### src/sv/plpt_pkg.sv
`default_nettype none

package plpt_pkg;

  localparam int unsigned MAX_THREADS_DEF = 16;
  localparam int unsigned LOW_DEPTH_DEF   = 4;
  localparam int unsigned LOW_USED_RST    = 4;

  localparam int unsigned TID_W  = 4;
  localparam int unsigned OP_W   = 2;
  localparam int unsigned ST_W   = 2;
  localparam int unsigned POS_W  = 4;
  localparam int unsigned SLOT_W = 2;
  localparam int unsigned CFG_W  = 3;
  localparam int unsigned ERR_W  = 2;

  localparam logic [OP_W-1:0] OP_SET   = 2'd0;
  localparam logic [OP_W-1:0] OP_ADD   = 2'd1;
  localparam logic [OP_W-1:0] OP_MOVE  = 2'd2;
  localparam logic [OP_W-1:0] OP_QUERY = 2'd3;

  localparam logic [ST_W-1:0] ST_DISABLED = 2'd0;
  localparam logic [ST_W-1:0] ST_ENABLED  = 2'd1;
  localparam logic [ST_W-1:0] ST_SLEEPING = 2'd2;
  localparam logic [ST_W-1:0] ST_RSVD     = 2'd3;

  localparam logic [ERR_W-1:0] ERR_OK   = 2'd0;
  localparam logic [ERR_W-1:0] ERR_FULL = 2'd1;
  localparam logic [ERR_W-1:0] ERR_SLOT = 2'd2;

  typedef struct packed {
    logic             v;
    logic [TID_W-1:0] tid;
  } hent_t;

  localparam int unsigned HENT_W = TID_W + 1;

  typedef enum logic [3:0] {
    CMD_IDLE,
    CMD_LOAD,
    CMD_EXEC,
    CMD_SH_RD,
    CMD_SH_WR,
    CMD_INS,
    CMD_MH_RD,
    CMD_MH_CHK,
    CMD_ML_CHK,
    CMD_MWR,
    CMD_CINIT,
    CMD_CNT,
    CMD_PH_RD,
    CMD_PH_CHK,
    CMD_PL_CHK,
    CMD_FIN
  } cmd_e;

  typedef struct packed {
    logic go_shift;
    logic go_move;
    logic sh_more;
    logic mh_end;
    logic ml_end;
    logic cnt_last;
    logic ph_end;
    logic pl_end;
    logic out_free;
  } sts_t;

endpackage

`default_nettype wire

### src/sv/priority_list_thread_picker.sv
// Flow: an accepted beat is loaded and executed; an inserting add then shifts high entries
// to make room and inserts, a move searches high entries, then low slots, and writes its slot;
// then the thread-status scan and the pick scan over high entries and low slots run.
// Throughput: one beat at a time; the next beat is taken the cycle after the result is loaded
// into the output register. The serial thread-status scan and the high-list RAM walks set it.
// Reset (async, active low) disables all threads, empties both lists, low_slots_used = 4.
`default_nettype none

module priority_list_thread_picker import plpt_pkg::*; #(
  parameter int unsigned MAX_THREADS = MAX_THREADS_DEF,
  parameter int unsigned LOW_DEPTH   = LOW_DEPTH_DEF
) (
  input  wire logic              clk_i,
  input  wire logic              rst_ni,
  input  wire logic              cfg_we_i,
  input  wire logic [CFG_W-1:0]  cfg_wdata_i,
  input  wire logic              in_valid_i,
  output logic                   in_stall_o,
  input  wire logic [OP_W-1:0]   opcode_i,
  input  wire logic [TID_W-1:0]  thread_id_i,
  input  wire logic [ST_W-1:0]   status_i,
  input  wire logic [POS_W-1:0]  position_i,
  input  wire logic [SLOT_W-1:0] low_slot_i,
  output logic                   out_valid_o,
  input  wire logic              out_stall_i,
  output logic [TID_W-1:0]       first_thread_o,
  output logic                   first_found_o,
  output logic [TID_W-1:0]       second_thread_o,
  output logic                   second_found_o,
  output logic                   all_sleeping_o,
  output logic [ERR_W-1:0]       error_code_o
);

  cmd_e cmd;
  sts_t sts;

  plpt_ctrl u_ctrl (
    .clk_i      (clk_i),
    .rst_ni     (rst_ni),
    .in_valid_i (in_valid_i),
    .in_stall_o (in_stall_o),
    .sts_i      (sts),
    .cmd_o      (cmd)
  );

  plpt_dp #(
    .MAX_THREADS (MAX_THREADS),
    .LOW_DEPTH   (LOW_DEPTH)
  ) u_dp (
    .clk_i           (clk_i),
    .rst_ni          (rst_ni),
    .cmd_i           (cmd),
    .sts_o           (sts),
    .cfg_we_i        (cfg_we_i),
    .cfg_wdata_i     (cfg_wdata_i),
    .opcode_i        (opcode_i),
    .thread_id_i     (thread_id_i),
    .status_i        (status_i),
    .position_i      (position_i),
    .low_slot_i      (low_slot_i),
    .out_valid_o     (out_valid_o),
    .out_stall_i     (out_stall_i),
    .first_thread_o  (first_thread_o),
    .first_found_o   (first_found_o),
    .second_thread_o (second_thread_o),
    .second_found_o  (second_found_o),
    .all_sleeping_o  (all_sleeping_o),
    .error_code_o    (error_code_o)
  );

endmodule

`default_nettype wire

### src/sv/plpt_ram.sv
`default_nettype none

module plpt_ram #(
  parameter int unsigned WIDTH = 8,
  parameter int unsigned DEPTH = 16
) (
  input  wire logic                                      clk_i,
  input  wire logic                                      we_i,
  input  wire logic [((DEPTH > 1) ? $clog2(DEPTH) : 1)-1:0] waddr_i,
  input  wire logic [WIDTH-1:0]                          wdata_i,
  input  wire logic                                      re_i,
  input  wire logic [((DEPTH > 1) ? $clog2(DEPTH) : 1)-1:0] raddr_i,
  output logic      [WIDTH-1:0]                          rdata_o
);

  logic [WIDTH-1:0] mem_q [DEPTH];

  always_ff @(posedge clk_i) begin
    if (we_i) begin
      mem_q[waddr_i] <= wdata_i;
    end
    if (re_i) begin
      rdata_o <= mem_q[raddr_i];
    end
  end

endmodule

`default_nettype wire

### src/sv/plpt_ctrl.sv
`default_nettype none

module plpt_ctrl import plpt_pkg::*; (
  input  wire logic clk_i,
  input  wire logic rst_ni,
  input  wire logic in_valid_i,
  output logic      in_stall_o,
  input  wire sts_t sts_i,
  output cmd_e      cmd_o
);

  typedef enum logic [14:0] {
    S_IDLE   = 15'b000000000000001,
    S_EXEC   = 15'b000000000000010,
    S_SH_RD  = 15'b000000000000100,
    S_SH_WR  = 15'b000000000001000,
    S_INS    = 15'b000000000010000,
    S_MH_RD  = 15'b000000000100000,
    S_MH_CHK = 15'b000000001000000,
    S_ML_CHK = 15'b000000010000000,
    S_MWR    = 15'b000000100000000,
    S_CINIT  = 15'b000001000000000,
    S_CNT    = 15'b000010000000000,
    S_PH_RD  = 15'b000100000000000,
    S_PH_CHK = 15'b001000000000000,
    S_PL_CHK = 15'b010000000000000,
    S_FIN    = 15'b100000000000000
  } state_e;

  state_e state_q, state_d;

  always_comb begin
    state_d = state_q;
    cmd_o   = CMD_IDLE;
    unique case (state_q)
      S_IDLE: begin
        if (in_valid_i) begin
          cmd_o   = CMD_LOAD;
          state_d = S_EXEC;
        end
      end
      S_EXEC: begin
        cmd_o = CMD_EXEC;
        priority if (sts_i.go_shift) begin
          state_d = S_SH_RD;
        end else if (sts_i.go_move) begin
          state_d = S_MH_RD;
        end else begin
          state_d = S_CINIT;
        end
      end
      S_SH_RD: begin
        if (sts_i.sh_more) begin
          cmd_o   = CMD_SH_RD;
          state_d = S_SH_WR;
        end else begin
          state_d = S_INS;
        end
      end
      S_SH_WR: begin
        cmd_o   = CMD_SH_WR;
        state_d = S_SH_RD;
      end
      S_INS: begin
        cmd_o   = CMD_INS;
        state_d = S_CINIT;
      end
      S_MH_RD: begin
        if (sts_i.mh_end) begin
          state_d = S_ML_CHK;
        end else begin
          cmd_o   = CMD_MH_RD;
          state_d = S_MH_CHK;
        end
      end
      S_MH_CHK: begin
        cmd_o   = CMD_MH_CHK;
        state_d = S_MH_RD;
      end
      S_ML_CHK: begin
        if (sts_i.ml_end) begin
          state_d = S_MWR;
        end else begin
          cmd_o = CMD_ML_CHK;
        end
      end
      S_MWR: begin
        cmd_o   = CMD_MWR;
        state_d = S_CINIT;
      end
      S_CINIT: begin
        cmd_o   = CMD_CINIT;
        state_d = S_CNT;
      end
      S_CNT: begin
        cmd_o = CMD_CNT;
        if (sts_i.cnt_last) begin
          state_d = S_PH_RD;
        end
      end
      S_PH_RD: begin
        if (sts_i.ph_end) begin
          state_d = S_PL_CHK;
        end else begin
          cmd_o   = CMD_PH_RD;
          state_d = S_PH_CHK;
        end
      end
      S_PH_CHK: begin
        cmd_o   = CMD_PH_CHK;
        state_d = S_PH_RD;
      end
      S_PL_CHK: begin
        if (sts_i.pl_end) begin
          state_d = S_FIN;
        end else begin
          cmd_o = CMD_PL_CHK;
        end
      end
      S_FIN: begin
        if (sts_i.out_free) begin
          cmd_o   = CMD_FIN;
          state_d = S_IDLE;
        end
      end
      default: begin
        state_d = S_IDLE;
      end
    endcase
  end

  always_ff @(posedge clk_i or negedge rst_ni) begin
    if (!rst_ni) begin
      state_q <= S_IDLE;
    end else begin
      state_q <= state_d;
    end
  end

  assign in_stall_o = (state_q != S_IDLE);

  a_accept_exec: assert property (@(posedge clk_i) disable iff (!rst_ni)
    (state_q == S_IDLE && in_valid_i) |=> (state_q == S_EXEC))
    else $error("accepted beat did not start execution");

  a_shift_pair: assert property (@(posedge clk_i) disable iff (!rst_ni)
    (state_q == S_SH_WR) |-> ($past(state_q) == S_SH_RD))
    else $error("shift write without preceding read");

  a_fin_done: assert property (@(posedge clk_i) disable iff (!rst_ni)
    (state_q == S_FIN && sts_i.out_free) |=> (state_q == S_IDLE))
    else $error("result load did not return to idle");

endmodule

`default_nettype wire

### src/sv/plpt_dp.sv
`default_nettype none

module plpt_dp import plpt_pkg::*; #(
  parameter int unsigned MAX_THREADS = MAX_THREADS_DEF,
  parameter int unsigned LOW_DEPTH   = LOW_DEPTH_DEF
) (
  input  wire logic              clk_i,
  input  wire logic              rst_ni,
  input  wire cmd_e              cmd_i,
  output sts_t                   sts_o,
  input  wire logic              cfg_we_i,
  input  wire logic [CFG_W-1:0]  cfg_wdata_i,
  input  wire logic [OP_W-1:0]   opcode_i,
  input  wire logic [TID_W-1:0]  thread_id_i,
  input  wire logic [ST_W-1:0]   status_i,
  input  wire logic [POS_W-1:0]  position_i,
  input  wire logic [SLOT_W-1:0] low_slot_i,
  output logic                   out_valid_o,
  input  wire logic              out_stall_i,
  output logic [TID_W-1:0]       first_thread_o,
  output logic                   first_found_o,
  output logic [TID_W-1:0]       second_thread_o,
  output logic                   second_found_o,
  output logic                   all_sleeping_o,
  output logic [ERR_W-1:0]       error_code_o
);

  localparam int unsigned HIW = $clog2(MAX_THREADS);
  localparam int unsigned HCW = $clog2(MAX_THREADS + 1);
  localparam int unsigned LW  = (LOW_DEPTH > 1) ? $clog2(LOW_DEPTH) : 1;
  localparam int unsigned LCW = $clog2(LOW_DEPTH + 1);
  localparam int unsigned LOW_RST = (LOW_USED_RST > LOW_DEPTH) ? LOW_DEPTH : LOW_USED_RST;

  logic [OP_W-1:0]   op_q;
  logic [TID_W-1:0]  tid_q;
  logic [ST_W-1:0]   st_q;
  logic [POS_W-1:0]  pos_q;
  logic [SLOT_W-1:0] slot_q;

  logic [MAX_THREADS-1:0] en_q;
  logic [MAX_THREADS-1:0] sl_q;
  logic [HCW-1:0]         hcnt_q;
  logic [LCW-1:0]         nlow_q;
  logic [LOW_DEPTH-1:0]   low_v_q;
  logic [TID_W-1:0]       low_t_q [LOW_DEPTH];

  logic [HCW-1:0]   hidx_q;
  logic [LCW-1:0]   lidx_q;
  logic             found_q;
  logic [1:0]       avail_q;
  logic             slp_q;
  logic [1:0]       hits_q;
  logic [TID_W-1:0] lone_q;
  logic [TID_W-1:0] h1_q;
  logic [TID_W-1:0] h2_q;
  logic [ERR_W-1:0] err_q;
  logic             out_valid_q;

  logic            ram_we;
  logic [HIW-1:0]  ram_waddr;
  hent_t           ram_wdata;
  logic            ram_re;
  logic [HIW-1:0]  ram_raddr;
  hent_t           ram_rdata;

  logic           tid_ok;
  logic [HIW-1:0] tix;
  logic           full;
  logic           slot_ok;
  logic [HCW-1:0] pos_eff;
  logic [LW-1:0]  lix;
  logic [LW-1:0]  six;
  logic           avail_one;
  logic           hit_h;
  logic           low_hit;
  logic           ph_hit;
  logic           pl_hit;
  logic [LCW-1:0] cfg_eff;

  assign tid_ok    = (32'(tid_q) < 32'(MAX_THREADS));
  assign tix       = HIW'(tid_q);
  assign full      = (hcnt_q == HCW'(MAX_THREADS));
  assign slot_ok   = (32'(slot_q) < 32'(nlow_q));
  assign pos_eff   = (32'(pos_q) > 32'(hcnt_q)) ? hcnt_q : HCW'(pos_q);
  assign lix       = LW'(lidx_q);
  assign six       = LW'(slot_q);
  assign avail_one = (avail_q == 2'd1);
  assign hit_h     = ram_rdata.v && (ram_rdata.tid == tid_q);
  assign low_hit   = low_v_q[lix] && (low_t_q[lix] == tid_q);
  assign ph_hit    = ram_rdata.v && en_q[HIW'(ram_rdata.tid)];
  assign pl_hit    = low_v_q[lix] && en_q[HIW'(low_t_q[lix])];

  always_comb begin
    if (cfg_wdata_i == '0) begin
      cfg_eff = LCW'(1);
    end else if (32'(cfg_wdata_i) > 32'(LOW_DEPTH)) begin
      cfg_eff = LCW'(LOW_DEPTH);
    end else begin
      cfg_eff = LCW'(cfg_wdata_i);
    end
  end

  always_comb begin
    sts_o.go_shift = (op_q == OP_ADD) && tid_ok && !full;
    sts_o.go_move  = (op_q == OP_MOVE) && tid_ok && slot_ok;
    sts_o.sh_more  = (hidx_q > pos_eff);
    sts_o.mh_end   = found_q || (hidx_q >= hcnt_q);
    sts_o.ml_end   = found_q || (lidx_q >= nlow_q);
    sts_o.cnt_last = (hidx_q == HCW'(MAX_THREADS - 1));
    sts_o.ph_end   = avail_one || (hits_q == 2'd2) || (hidx_q >= hcnt_q);
    sts_o.pl_end   = avail_one || (hits_q == 2'd2) || (lidx_q >= nlow_q);
    sts_o.out_free = !out_valid_q || !out_stall_i;
  end

  always_comb begin
    ram_we    = 1'b0;
    ram_waddr = HIW'(hidx_q);
    ram_wdata = ram_rdata;
    ram_re    = 1'b0;
    ram_raddr = HIW'(hidx_q);
    unique case (cmd_i)
      CMD_SH_RD: begin
        ram_re    = 1'b1;
        ram_raddr = HIW'(hidx_q - HCW'(1));
      end
      CMD_SH_WR: begin
        ram_we = 1'b1;
      end
      CMD_INS: begin
        ram_we        = 1'b1;
        ram_waddr     = HIW'(pos_eff);
        ram_wdata.v   = 1'b1;
        ram_wdata.tid = tid_q;
      end
      CMD_MH_RD, CMD_PH_RD: begin
        ram_re = 1'b1;
      end
      CMD_MH_CHK: begin
        ram_we    = hit_h;
        ram_wdata = '0;
      end
      default: ;
    endcase
  end

  plpt_ram #(
    .WIDTH (HENT_W),
    .DEPTH (MAX_THREADS)
  ) u_high (
    .clk_i   (clk_i),
    .we_i    (ram_we),
    .waddr_i (ram_waddr),
    .wdata_i (ram_wdata),
    .re_i    (ram_re),
    .raddr_i (ram_raddr),
    .rdata_o (ram_rdata)
  );

  always_ff @(posedge clk_i or negedge rst_ni) begin
    if (!rst_ni) begin
      en_q        <= '0;
      sl_q        <= '0;
      hcnt_q      <= '0;
      nlow_q      <= LCW'(LOW_RST);
      low_v_q     <= '0;
      hidx_q      <= '0;
      lidx_q      <= '0;
      found_q     <= 1'b0;
      avail_q     <= '0;
      slp_q       <= 1'b0;
      hits_q      <= '0;
      err_q       <= ERR_OK;
      out_valid_q <= 1'b0;
    end else begin
      if (cfg_we_i) begin
        nlow_q <= cfg_eff;
        for (int i = 0; i < LOW_DEPTH; i++) begin
          if (i >= int'(cfg_eff)) begin
            low_v_q[i] <= 1'b0;
          end
        end
      end
      if (cmd_i == CMD_FIN) begin
        out_valid_q <= 1'b1;
      end else if (out_valid_q && !out_stall_i) begin
        out_valid_q <= 1'b0;
      end
      unique case (cmd_i)
        CMD_EXEC: begin
          if (tid_ok && op_q == OP_SET && st_q != ST_RSVD) begin
            en_q[tix] <= (st_q == ST_ENABLED);
            sl_q[tix] <= (st_q == ST_SLEEPING);
          end else if (tid_ok && op_q == OP_ADD) begin
            en_q[tix] <= 1'b1;
            sl_q[tix] <= 1'b0;
          end
          if (tid_ok && op_q == OP_ADD && full) begin
            err_q <= ERR_FULL;
          end else if (tid_ok && op_q == OP_MOVE && !slot_ok) begin
            err_q <= ERR_SLOT;
          end else begin
            err_q <= ERR_OK;
          end
          hidx_q  <= (op_q == OP_ADD) ? hcnt_q : '0;
          lidx_q  <= '0;
          found_q <= 1'b0;
        end
        CMD_SH_WR: begin
          hidx_q <= hidx_q - HCW'(1);
        end
        CMD_INS: begin
          hcnt_q <= hcnt_q + HCW'(1);
        end
        CMD_MH_CHK: begin
          if (hit_h) begin
            found_q <= 1'b1;
          end
          hidx_q <= hidx_q + HCW'(1);
        end
        CMD_ML_CHK: begin
          if (low_hit) begin
            low_v_q[lix] <= 1'b0;
            found_q      <= 1'b1;
          end
          lidx_q <= lidx_q + LCW'(1);
        end
        CMD_MWR: begin
          low_v_q[six] <= 1'b1;
        end
        CMD_CINIT: begin
          hidx_q  <= '0;
          lidx_q  <= '0;
          avail_q <= '0;
          slp_q   <= 1'b0;
          hits_q  <= '0;
        end
        CMD_CNT: begin
          if (en_q[HIW'(hidx_q)]) begin
            if (avail_q != 2'd2) begin
              avail_q <= avail_q + 2'd1;
            end
          end else if (sl_q[HIW'(hidx_q)]) begin
            slp_q <= 1'b1;
          end
          hidx_q <= sts_o.cnt_last ? '0 : hidx_q + HCW'(1);
        end
        CMD_PH_CHK: begin
          if (ph_hit) begin
            hits_q <= hits_q + 2'd1;
          end
          hidx_q <= hidx_q + HCW'(1);
        end
        CMD_PL_CHK: begin
          if (pl_hit) begin
            hits_q <= hits_q + 2'd1;
          end
          lidx_q <= lidx_q + LCW'(1);
        end
        default: ;
      endcase
    end
  end

  always_ff @(posedge clk_i) begin
    unique case (cmd_i)
      CMD_LOAD: begin
        op_q   <= opcode_i;
        tid_q  <= thread_id_i;
        st_q   <= status_i;
        pos_q  <= position_i;
        slot_q <= low_slot_i;
      end
      CMD_MWR: begin
        low_t_q[six] <= tid_q;
      end
      CMD_CNT: begin
        if (en_q[HIW'(hidx_q)] && avail_q == 2'd0) begin
          lone_q <= TID_W'(hidx_q);
        end
      end
      CMD_PH_CHK: begin
        if (ph_hit) begin
          if (hits_q == 2'd0) begin
            h1_q <= ram_rdata.tid;
          end else begin
            h2_q <= ram_rdata.tid;
          end
        end
      end
      CMD_PL_CHK: begin
        if (pl_hit) begin
          if (hits_q == 2'd0) begin
            h1_q <= low_t_q[lix];
          end else begin
            h2_q <= low_t_q[lix];
          end
        end
      end
      CMD_FIN: begin
        if (avail_one) begin
          first_thread_o  <= lone_q;
          first_found_o   <= 1'b1;
          second_thread_o <= lone_q;
          second_found_o  <= 1'b1;
        end else begin
          first_thread_o  <= (hits_q != 2'd0) ? h1_q : '0;
          first_found_o   <= (hits_q != 2'd0);
          second_thread_o <= (hits_q == 2'd2) ? h2_q : '0;
          second_found_o  <= (hits_q == 2'd2);
        end
        all_sleeping_o <= (avail_q == 2'd0) && slp_q;
        error_code_o   <= err_q;
      end
      default: ;
    endcase
  end

  assign out_valid_o = out_valid_q;

  a_ins_room: assert property (@(posedge clk_i) disable iff (!rst_ni)
    (cmd_i == CMD_INS) |-> (hcnt_q < HCW'(MAX_THREADS)))
    else $error("insert into full high list");

  a_fin_free: assert property (@(posedge clk_i) disable iff (!rst_ni)
    (cmd_i == CMD_FIN) |-> (!out_valid_q || !out_stall_i))
    else $error("result overwrote a waiting beat");

  a_pick_hits: assert property (@(posedge clk_i) disable iff (!rst_ni)
    (cmd_i == CMD_PH_CHK || cmd_i == CMD_PL_CHK) |-> (hits_q < 2'd2 && !avail_one))
    else $error("pick scan ran past its end");

endmodule

`default_nettype wire
### config.mk
export PLATFORM = sky130hd
export DESIGN_NAME = priority_list_thread_picker
export DESIGN_NICKNAME = d
export VERILOG_FILES = /design/src/sv/plpt_pkg.sv /design/src/sv/priority_list_thread_picker.sv /design/src/sv/plpt_ram.sv /design/src/sv/plpt_ctrl.sv /design/src/sv/plpt_dp.sv
export SDC_FILE = /design/constraint.sdc
export NUM_CORES = 1
export LEC_CHECK = 0
export ABC_AREA = 0
export BUFFER_PORTS_ARGS = -buffer_cell sky130_fd_sc_hd__buf_2
export CORE_ASPECT_RATIO = 0.6
export CORE_UTILIZATION = 55
export CTS_CLUSTER_DIAMETER = 50
export DETAILED_ROUTE_END_ITERATION = 7
export GPL_TIMING_DRIVEN = 0
export HOLD_SLACK_MARGIN = 0.15
export PLACE_DENSITY = 0.84
export SLEW_MARGIN = 20
export SYNTH_ARGS = -nofsm -noshare
export SYNTH_HDL_FRONTEND = slang
export SYNTH_HIERARCHICAL = 1
export SYNTH_SLANG_ARGS = --single-unit
### constraint.sdc
create_clock -name clk_i -period 6.28 [get_ports clk_i]
set_input_delay 1.884 -clock clk_i [delete_from_list [all_inputs] [get_ports clk_i]]
set_output_delay 1.884 -clock clk_i [all_outputs]
set_load 0.02 [all_outputs]
==> flow_summary.json <==
{
  "yosys.area.top_type_share": 0.3843,
  "ios": 37,
  "final_area_mm2": 0.01236,
  "drc": 0,
  "ys_ff_latch": 216,
  "fin_crit_ps": 6004,
  "worst-path-max-fanout": 10,
  "p_leak_nw": 4.773,
  "slew_headroom": 0.3513,
  "power_density_mw_per_mm2": 378.2,
  "cts-root-buf": "clkbuf_16",
  "synth_nets": 917,
  "finalNonFillerCells": 1207,
  "cts_tree": "built",
  "synthesis.area_mm2": 0.01094,
  "slowest_stage": "dfrtp_1",
  "rrSetupSlack_ps": 280,
  "antenna_left": 0,
  "met1_length_um": 12120,
  "worstSetupPathType": "reg -> reg",
  "clk_pin_slew_ps": 70,
  "coreArea_mm2": 0.01923,
  "seq_area_frac_synth": 0.5584,
  "tns_ps": 0,
  "dp_cells": 1168,
  "worst_pin_slew_ps": 959.5,
  "hold_viol": 0,
  "combinationalPowerShare": 0.356,
  "grt_usage": 0.2608,
  "cp_cell_sequence": "clkbuf_4 > inv_1 > ha_1 > nand2b_1 > a21o_1 > a21o_1 > a21o_1 > a21oi_1 > nand2_1 > inv_1 > nand3_1 > a211oi_2 > or3_1 > clkbuf_8 > inv_1 > nor2_1 > nand2_2 > nor2_2 > clkbuf_2 > nor2_1 > a21oi_1 > nand3b_1 > nor3_4 > buf_4",
  "cp.arrival_ps": 6210,
  "antenna_found_initial": 0,
  "worst_slack_ps": 275.8,
  "power.internal_mw": 3.024,
  "whs_ps": 448.9,
  "status": "completed",
  "grt.overflow.total": 0,
  "dieArea_mm2": 0.02048,
  "die_y_um": 111.2,
  "finalSetupViolations": 0,
  "synth.distinct_cells": 75,
  "grt_max_degree": 42,
  "drv_slew": 0,
  "route.met3.wl_um": 3136,
  "clockPowerShare": 0.254,
  "synthArstFlopShare": 0.3519,
  "cp_num_buf_inv": 7,
  "first_iter_violations": 1042,
  "synth_cells": 862,
  "grt_first_pass_wirelength_um": 40260,
  "drive_gt1_frac": 0.2147,
  "slowest_delay_ps": 580,
  "dr.pass1.iters": 5,
  "final_util": 0.6431,
  "maxCapViolCount": 0,
  "area_delta_synth_final_pct": 13.03,
  "worst_setup_path_end_kind": "flip-flop",
  "skew_ps": 32.05,
  "grt_pass1_vias": 7076,
  "ys.flop_type": "edfxtp_1",
  "layout.nets": 981,
  "crit_required_ps": 6490,
  "p_sw_frac": 0.3533,
  "yosysTopAreaCell": "edfxtp_1",
  "insertion_delay_ps": 520,
  "critPathTopFamily": "simple AND/OR/NAND/NOR gates",
  "post_dp_cell_area_mm2": 0.01151,
  "via_per_inst": 6.292,
  "io_buffers": 36,
  "post-dp-hpwl_um": 18670,
  "ctsHoldBuffers": 0,
  "dr.max_layer_used": "met4",
  "pre_cts_ws_ps": -441.4,
  "avgRoutedWirePerCell_um": 21.49,
  "ys_warn_count": 6,
  "hold_class": "reg -> reg",
  "total_power_mw": 4.676,
  "vdd.ir_drop.worst_mv": 0.1946,
  "cts_buffers": 21,
  "cts_max_path_buffers": 3,
  "die_w_um": 184.1,
  "num_rows": 39,
  "start_kind": "flip-flop",
  "h-tree-depth": 1,
  "met2WireLength_um": 10310,
  "cts_num_sinks": 216,
  "gp_congestion": 0.9825,
  "finalWirelength_um": 25940,
  "power.switching_mw": 1.652,
  "synth_edf_count": 140,
  "max_freq_mhz": 166.6,
  "antennaDiodeCount": 0,
  "start_util": 0.5690,
  "vias": 7595,
  "seqPwrFrac": 0.391,
  "fin_crit_sh": 0.9561,
  "synth.avg_cell_area_um2": 12.69,
  "synthTopCellsByArea": "edfxtp_1 (38%), dfrtp_1 (17%), mux4_2 (7.2%)"
}
layout by cell type, fill, tap and decap left out, drive strengths merged, types with 8 or more instances in the layout:
cell type / instances
clkinv: 11
nor2b: 11
nand3: 24
and2: 8
ha: 33
nor4: 9
inv: 33
mux2: 29
mux4: 38
edfxtp: 140
nor2: 52
xnor2: 18
mux2i: 18
nand2b: 22
o21ai: 29
nand2: 79
a21o: 10
a21oi: 34
a31oi: 9
a22oi: 8
a22o: 10
buf: 53
clkbuf: 55
dfrtp: 74
nor3: 23
final timing paths:
kind / startpoint / to / cells after the start
setup / recovery: u_dp/hidx_q[0]$_DFFE_PN0P_ / u_dp/u_high/mem_q[4][0]$_DFFE_PP_ / 24
max in group asynchronous: rst_ni / u_ctrl/state_q[0]$_DFFE_PN1P_ / 2
hold / removal: u_dp/err_q[0]$_DFFE_PN0P_ / u_dp/error_code_o[0]$_DFFE_PP_ / 0
hold reg to reg: u_dp/err_q[0]$_DFFE_PN0P_ / u_dp/error_code_o[0]$_DFFE_PP_ / 0
min in group asynchronous: rst_ni / u_dp/nlow_q[0]$_DFFE_PN0P_ / 1
setup reg to reg: u_dp/hidx_q[0]$_DFFE_PN0P_ / u_dp/u_high/mem_q[4][0]$_DFFE_PP_ / 24
power groups by stage:
stage | Sequential [mW] | Clock (mW) | Combinational (mW)
CTS | 1.82 | 1.21 | 1.58
floorplan | 1.79 | 0 | 1.17
detailed placement | 1.84 | 0 | 1.56
global route | 1.84 | 1.27 | 1.80
global placement | 1.84 | 0 | 1.52
finish | 1.83 | 1.19 | 1.66
synth_stat cells (5+ instances only):
master,count
edfxtp_1,140
nand2_1,79
dfrtp_1,74
nor2_1,52
mux4_2,35
a21oi_1,33
ha_1,33
inv_1,32
mux2_2,29
o21ai_0,26
clkbuf_1,24
nand3_1,24
nand2b_1,22
nor3_1,22
mux2i_1,18
xnor2_1,18
nor2b_1,11
a21o_1,10
a22o_1,10
a31oi_1,9
nor4_1,9
a22oi_1,8
and2_1,7
and3_1,7
nand4_1,7
nor4b_1,7
or3_1,7
a211oi_1,6
nand3b_1,6
xor2_1,6
buf_2,5
nor3b_1,5
layer usage:
metal | up-vias | global-route usage
met3 | 34 | 0.06899
met2 | 438 | 0.3301
met5 | - | 0
li1 | 3385 | -
met4 | 0 | 0.04889
met1 | 3738 | 0.4405
timing repair:
| item | CTS | global route |
|---|---|---|
| resized for setup | 19 | 27 |
| pin swaps | 0 | 3 |
| setup buffers | 0 | 2 |
| endpoints found under the setup margin | 85 | 98 |
registers in the layout, summed over array words and instances, names as in the netlist, 3 cells and up:
name,count
u_ctrl/state_q,15
u_dp/en_q,16
u_dp/first_thread_o,4
u_dp/h1_q,4
u_dp/h2_q,4
u_dp/hcnt_q,5
u_dp/hidx_q,5
u_dp/lidx_q,3
u_dp/lone_q,4
u_dp/low_t_q,16
u_dp/low_v_q,4
u_dp/nlow_q,3
u_dp/pos_q,4
u_dp/second_thread_o,4
u_dp/sl_q,16
u_dp/tid_q,4
u_dp/u_high/mem_q,80
u_dp/u_high/rdata_o,5
kinds of logic after synthesis:
family | count (synthesis) | synth area share
and+or+nand+nor | 284 | 0.1358
DFF | 216 | 0.5584
AOI/OAI and AO/OA | 141 | 0.08613
muxes | 85 | 0.1256
buffers and inverters | 75 | 0.03408
adders and majority gates | 36 | 0.04049
xor gates and xnor gates | 24 | 0.01922
other | 1 | 0.0003428
final cells by class:
cell class              count  area (um^2)
fillers                  1415         6862
clock inverters            13        100.1
plain buffers              41        250.2
well taps                 266        332.8
repair buffers             42        247.7
flip-flops and latches    216         6110
clock buffers              25        540.5
inverters                  33        123.9
multi-input cells         571         4659
Power figures use the tool's default switching activity.
